===== src/rtl/clamped_velocity_pid_core_defines.svh =====
// assertion macros used by clamped_velocity_pid_core.sv
`ifndef CLAMPED_VELOCITY_PID_CORE_DEFINES_SVH
`define CLAMPED_VELOCITY_PID_CORE_DEFINES_SVH

// property checked at every rising clock edge outside reset
`define CVPID_CHECK(label, prop, msg) \
    label: assert property (@(posedge clk) disable iff (!rst_n) (prop)) else $error(msg);

// condition that must hold in the cycle after the trigger
`define CVPID_CHECK_NEXT(label, trig, cond, msg) \
    label: assert property (@(posedge clk) disable iff (!rst_n) (trig) |=> (cond)) else $error(msg);

`endif


===== src/rtl/cvpid_pkg.sv =====
package cvpid_pkg;

    localparam int CFG_IDX_W  = 3;
    localparam int CFG_DATA_W = 16;

    localparam logic [CFG_IDX_W-1:0] REG_KP   = 3'd0;
    localparam logic [CFG_IDX_W-1:0] REG_KI   = 3'd1;
    localparam logic [CFG_IDX_W-1:0] REG_KD   = 3'd2;
    localparam logic [CFG_IDX_W-1:0] REG_ELIM = 3'd3;
    localparam logic [CFG_IDX_W-1:0] REG_ILIM = 3'd4;
    localparam logic [CFG_IDX_W-1:0] REG_OLIM = 3'd5;

    localparam int INTEG_W = 26;
    localparam int MEAS_W  = 16;

    localparam logic [15:0] KP_RESET   = 16'd7000;
    localparam logic [15:0] KI_RESET   = 16'd500;
    localparam logic [15:0] KD_RESET   = 16'd100;
    localparam logic [14:0] ELIM_RESET = 15'd1000;
    localparam logic [14:0] ILIM_RESET = 15'd10000;
    localparam logic [13:0] OLIM_RESET = 14'd10000;

    // limits pre-scaled to milli and micro units
    localparam logic [24:0] ILIM_M_RESET = 25'd10000000;
    localparam logic [23:0] OLIM_M_RESET = 24'd10000000;
    localparam logic [33:0] OLIM_U_RESET = 34'd10000000000;

    // derivative clamp of 30000 expressed in whole measurement steps
    localparam int DERIV_STEP_LIM = 30;

    // divide by one million as a shift by 6 and a divide by 15625
    localparam int          DIV_SHIFT   = 6;
    localparam logic [28:0] DIV_LO      = 29'd15625;
    localparam int          RECIP_SHIFT = 42;
    localparam logic [28:0] RECIP       = 29'd281474976;

    typedef struct packed {
        logic signed [INTEG_W-1:0] integ;
        logic signed [MEAS_W-1:0]  prev;
    } state_t;

endpackage


===== src/rtl/cvpid_state_mem.sv =====
module cvpid_state_mem #(
    parameter int AW = 2
) (
    input  logic              clk,
    input  logic              rst_n,
    input  logic              rd_en,
    input  logic [AW-1:0]     rd_addr,
    input  logic              wr_en,
    input  logic [AW-1:0]     wr_addr,
    input  cvpid_pkg::state_t wr_data,
    output cvpid_pkg::state_t rd_data
);
    import cvpid_pkg::*;

    localparam int DEPTH = 1 << AW;

    state_t           state_mem [DEPTH];
    state_t           rd_data_reg;
    logic [DEPTH-1:0] valid_reg;
    logic             rd_valid_reg;
    logic             fwd;

    assign fwd = wr_en && (wr_addr == rd_addr);

    always_ff @(posedge clk)
    begin
        if (wr_en)
        begin
            state_mem[wr_addr] <= wr_data;
        end
        if (rd_en)
        begin
            rd_data_reg <= fwd ? wr_data : state_mem[rd_addr];
        end
    end

    // entries never written read as zero
    always_ff @(posedge clk or negedge rst_n)
    begin
        if (!rst_n)
        begin
            valid_reg    <= '0;
            rd_valid_reg <= 1'b0;
        end
        else
        begin
            if (wr_en)
            begin
                valid_reg[wr_addr] <= 1'b1;
            end
            if (rd_en)
            begin
                rd_valid_reg <= fwd || valid_reg[rd_addr];
            end
        end
    end

    assign rd_data = rd_valid_reg ? rd_data_reg : '0;

endmodule


===== config.mk =====
export PLATFORM = sky130hd
export DESIGN_NAME = cvpid_state_mem
export DESIGN_NICKNAME = d
export VERILOG_FILES = /design/src/rtl/clamped_velocity_pid_core_defines.svh /design/src/rtl/cvpid_pkg.sv /design/src/rtl/cvpid_state_mem.sv
export SDC_FILE = /design/constraint.sdc
export NUM_CORES = 1
export LEC_CHECK = 0
export BUFFER_PORTS_ARGS = -buffer_cell sky130_fd_sc_hd__buf_2
export CAP_MARGIN = 20
export CORE_MARGIN = 4
export CORE_UTILIZATION = 59
export DETAILED_ROUTE_END_ITERATION = 10
export PLACE_DENSITY = 0.86
export SLEW_MARGIN = 20
export SYNTH_ARGS = -nofsm -noshare
export SYNTH_HDL_FRONTEND = slang
export SYNTH_SLANG_ARGS = --single-unit

===== constraint.sdc =====
create_clock -name clk -period 2.35 [get_ports clk]
set_clock_uncertainty 0.2 [all_clocks]
set_input_delay 0.3525 -clock clk [delete_from_list [all_inputs] [get_ports clk]]
set_output_delay 0.3525 -clock clk [all_outputs]
set_load 0.03 [all_outputs]

== Yosys cells after proc, flatten, opt, wreduce, memory -nomap -nowiden ==
Memories as Yosys holds them, arrays and structs flattened. A register that Yosys moved wholly into a read port is not among the register bits.
Index checks and enable logic that the tools add are counted.

* Flip-flop bits (word level): 5
* RAM bits: 168
* Input bits: 50
* Output and inout port bits: 42
* Memories: 1

* Magnitude comparators: 3
* Equal/unequal tests: 1
* Multiplexer cells: 7
* Bitwise gates (word level): 1
* Reduce and logical (&&, ||, !) cells: 3

{| class="wikitable"
|+ Memory list
! name !! depth !! bits a word !! rd ports !! clocked after Yosys merged registers in !! write ports !! RTL line !! source
|-
| state_mem || 4 || 42 || 1 || 1 || 1 || cvpid_state_mem.sv:17 || <nowiki>state_t state_mem [DEPTH];</nowiki>
|}

{| class="wikitable"
|+ Operators by type and width
! cell !! number
|-
| two-way mux 42 bit || 1
|-
| less-than comparator 2 x 3 -> 1 bit, second input constant || 2
|-
| two-way mux 1 bit || 4
|-
| bitwise OR 4 bit || 1
|-
| binary-select mux 1 bit (select 2 bit) || 1
|-
| demux 1 bit (select 2 bit) || 1
|-
| equality test 2 bit || 1
|-
| greater-or-equal comparator 2 x 1 -> 1 bit, second input constant || 1
|-
| logical AND 1 bit || 2
|-
| logical OR 1 bit || 1
|}

== Longest topological paths before layout ==
* Depth after elaboration: 5
* Mapped depth: 5

== Worst setup path before layout ==
Ideal clock, no wire load.

* Path type: in2reg
* Start point: in wr_addr[0]
* End point: mem state_mem[0][0] (netlist bit), enable pin
* Data arrival time: 3.506 ns
* Setup slack: -1.860 ns
* Stages on the path: 1
* Cell sequence: nor3b_1

{| class="wikitable"
|+ RTL lines
! item !! RTL line !! source
|-
| from (decl) || cvpid_state_mem.sv:9 || <nowiki>input logic [AW-1:0] wr_addr,</nowiki>
|-
| to (decl) || cvpid_state_mem.sv:17 ||
|}

Straight into the memory's write port.

==> impl_metrics.json <==
{
  "drtIter0Drc": 305,
  "min_period_over_period_pct": 94.6,
  "cts_htree_levels": 1,
  "max-vdd-ir-drop_mv": 0.676,
  "power.switching_fraction_pct": 21.2,
  "drv_slew": 0,
  "min_path_type": "input pin to asynchronous set/reset pin",
  "yosys-top-cells-area": "edfxtp_1 74%, mux4_2 11%, mux2_4 6.9%, and2_1 3.1%, dfrtp_1 1.5%",
  "core_area_sq_um": 14000,
  "via_per_inst": 5.73,
  "synth_top_area_share_pct": 74.1,
  "crit_required_ns": 1.80,
  "routed_wl_microns": 16400,
  "slew-limit-headroom_pct": 68.2,
  "io_pins": 92,
  "power.leakage_uw": 0.00381,
  "reg2reg_slack_ns": 0.73,
  "rsz0062_at_grt": "false",
  "layout.nets": 587,
  "holdBufCountCts": 43,
  "max_freq_mhz": 450,
  "synthCells": 375,
  "yosysSeqAreaShare_pct": 75.6,
  "grt_pass1_vias": 4450,
  "cts_tree": "built",
  "root_buffer": "clkbuf_16",
  "crit_arrival_ns": 1.67,
  "internal_power_uw": 6880,
  "syn_avg_cell_area_sq_um": 22.7,
  "largest_reg_flops": 168,
  "period_needed_ns": 2.22,
  "yosysWarnings": 0,
  "path_max_fanout": 43,
  "dieHeight_microns": 128,
  "synth_fp_nets": 425,
  "syn_area_sq_um": 8510,
  "layout-drive-gt1-share_pct": 42.6,
  "die_area_sq_um": 16400,
  "status": "finished clean",
  "dr.pass1.iters": 4,
  "grt_max_degree": 45,
  "cts_setup_buffers": 0,
  "seq_area_sq_um": 6430,
  "pre_cts_ws_ns": 0.172,
  "worstSetupPathType": "flop to primary output",
  "yosysUniqueCellTypes": 22,
  "row_count": 43,
  "hold_viol": 0,
  "diodes": 0,
  "power_frac_seq_pct": 51.7,
  "areaGrowthSynthToFinish_pct": 23.0,
  "utilization_pct": 74.8,
  "multiInputGateArea_sq_um": 1980,
  "wire_per_inst_microns": 22.4,
  "worst_pin_slew_ns": 0.477,
  "fillers": 778,
  "hpwlAfterDp_microns": 9470,
  "grt_use_total_pct": 20.5,
  "cpPeakStageDelay_ns": 0.37,
  "clock_path_buffers": 3,
  "die_width_microns": 128,
  "drv_cap": 0,
  "r2r_cells": 2,
  "synth_seq_cells": 215,
  "drc": 0,
  "clock-sinks": 215,
  "grt_pass1_wl_microns": 25500,
  "combPwrFrac_pct": 10.2,
  "postRouteAntennaNets": 0,
  "antenna_found_initial": 0,
  "yosysTopAreaCell": "edfxtp_1",
  "pwr-share-clk_pct": 38.1,
  "io_buffers": 91,
  "fin_setup_tns_ns": 0,
  "p_sw_uw": 1850,
  "rr_endpoint": "rd_data_reg[24]",
  "setup_ws_ns": 0.128,
  "cts_resized": 0,
  "clkSlewWorstSetupHoldPaths_ns": 0.06,
  "globalplace.congestion": 0.753,
  "setup_viol": 0,
  "start_util_pct": 60.8,
  "overflow": 0,
  "reg2reg_from": "state_mem[2][24]",
  "path_cells": "buf_4, and2_1, buf_2",
  "vias": 4188,
  "power_density_nw_per_um2": 833,
  "setup.worst_path.end_class": "primary output",
  "worstSkewPairLatency_ns": 0.49,
  "worstSetupStartpointType": "flop",
  "slowest_stage": "buf_4",
  "cts_inserted_buffers": 22
}
## power by group through the flow
stage	registers (uW)	clock network [uW]	logic [uW]
2_1_floorplan	4570	0	543
3_3_place_gp	4570	0	809
3_5_place_dp	4590	0	833
4_1_cts	4510	3380	897
5_1_grt	4530	3590	943
6_report	4510	3320	888
## worst max-delay path by stage
| stage | depth (start not counted) | to | slack, ns | from |
|---|---|---|---|---|
| 2_1_floorplan | 2 | state_mem[1][0] | 0.23 | wr_en |
| 6_report | 3 | rd_data[23] | 0.13 | rd_valid_reg |
| 5_1_grt | 3 | rd_data[23] | 0.02 | rd_valid_reg |
| 3_5_place_dp | 4 | rd_data_reg[22] | 0.17 | rd_addr[0] |
| 3_3_place_gp | 4 | rd_data_reg[29] | 0.20 | rd_addr[0] |
| 4_1_cts | 3 | rd_data[23] | 0.09 | rd_valid_reg |
## kinds of logic after synthesis
kind of cell / count (synthesis) / share of synthesized area (%)
buffers and inverters: 19 / 1.49
multiplexers: 85 / 18.7
AND/OR/NAND/NOR: 53 / 3.90
flip-flops: 215 / 75.6
AO/OA/AOI/OAI: 1 / 0.0736
XOR/XNOR: 2 / 0.294
## synth_stat cells
library cell / n
edfxtp_1: 210
mux4_2: 43
and2_1: 42
mux2_4: 39
clkbuf_1: 7
buf_6: 5
dfrtp_1: 5
or2_2: 4
buf_4: 3
mux2_2: 3
buf_2: 2
nor2_1: 2
a31oi_1: 1
and3_1: 1
and3b_1: 1
clkbuf_4: 1
inv_1: 1
nand2_1: 1
nand3_2: 1
nor3b_1: 1
xnor2_1: 1
xnor2_2: 1
## critical path, delay by kind of cell (launching register included)
kind	cells	cell delay, ns
buffers and inverters	2	0.59
flip-flops	1	0.33
AND/OR/NAND/NOR	1	0.26
## per-stage QoR
stage | total power (uW) | hold slack (ns) | instances | cell area (sq um)
2_1_floorplan | 5110 | -0.143 | 375 | 8520
3_3_place_gp | 5380 | -0.0191 | 650 | 9350
3_5_place_dp | 5420 | -0.0132 | 650 | 9350
4_1_cts | 8790 | 0.0200 | 731 | 10500
5_1_grt | 9060 | 0.0270 | 731 | 10500
6_report | 8720 | 0.0246 | 731 | 10500
## layout make-up
| cell class | count | area share (%) |
|---|---|---|
| Clock inverter | 11 | 0.920 |
| Tap cell | 180 | 2.15 |
| Inverter | 1 | 0.0359 |
| Timing Repair Buffer | 156 | 10.9 |
| Clock buffer | 27 | 5.64 |
| Sequential cell | 215 | 61.4 |
| Multi-Input combinational cell | 141 | 18.9 |
## cells in the final DEF (no fill, tap or decap)
cell           synthesis  final
and3_2                 0      1
and3b_2                0      1
clkinv_1               0      7
nor3b_4                0      1
dfrtp_1                5      5
and2_1                42     42
or2_2                  4      4
nand2_1                1      1
nor2_1                 2      1
clkbuf_16              0     23
nand3_4                0      1
xnor2_2                1      1
dlygate4sd3_1          0     43
buf_2                  2     90
nor2_4                 0      1
edfxtp_1             210    210
bufinv_16              0      2
a31oi_1                1      1
xnor2_1                1      1
mux2_4                39     39
clkbuf_1               7      4
inv_1                  1      1
buf_4                  3     16
buf_12                 0      7
clkinv_2               0      2
mux2_2                 3      3
mux4_2                43     43
## routing by layer
| metal | up-vias | global-route usage [%] | share of wire [%] |
|---|---|---|---|
| met3 | 32 | 3.62 | 5.9 |
| li1 | 1845 | - | - |
| met1 | 2174 | 27.7 | 40 |
| met2 | 137 | 35.3 | 52 |
| met4 | 0 | 4.99 | 2.2 |
| met5 | - | 0 | 0 |
Power figures use the tool's default switching activity.
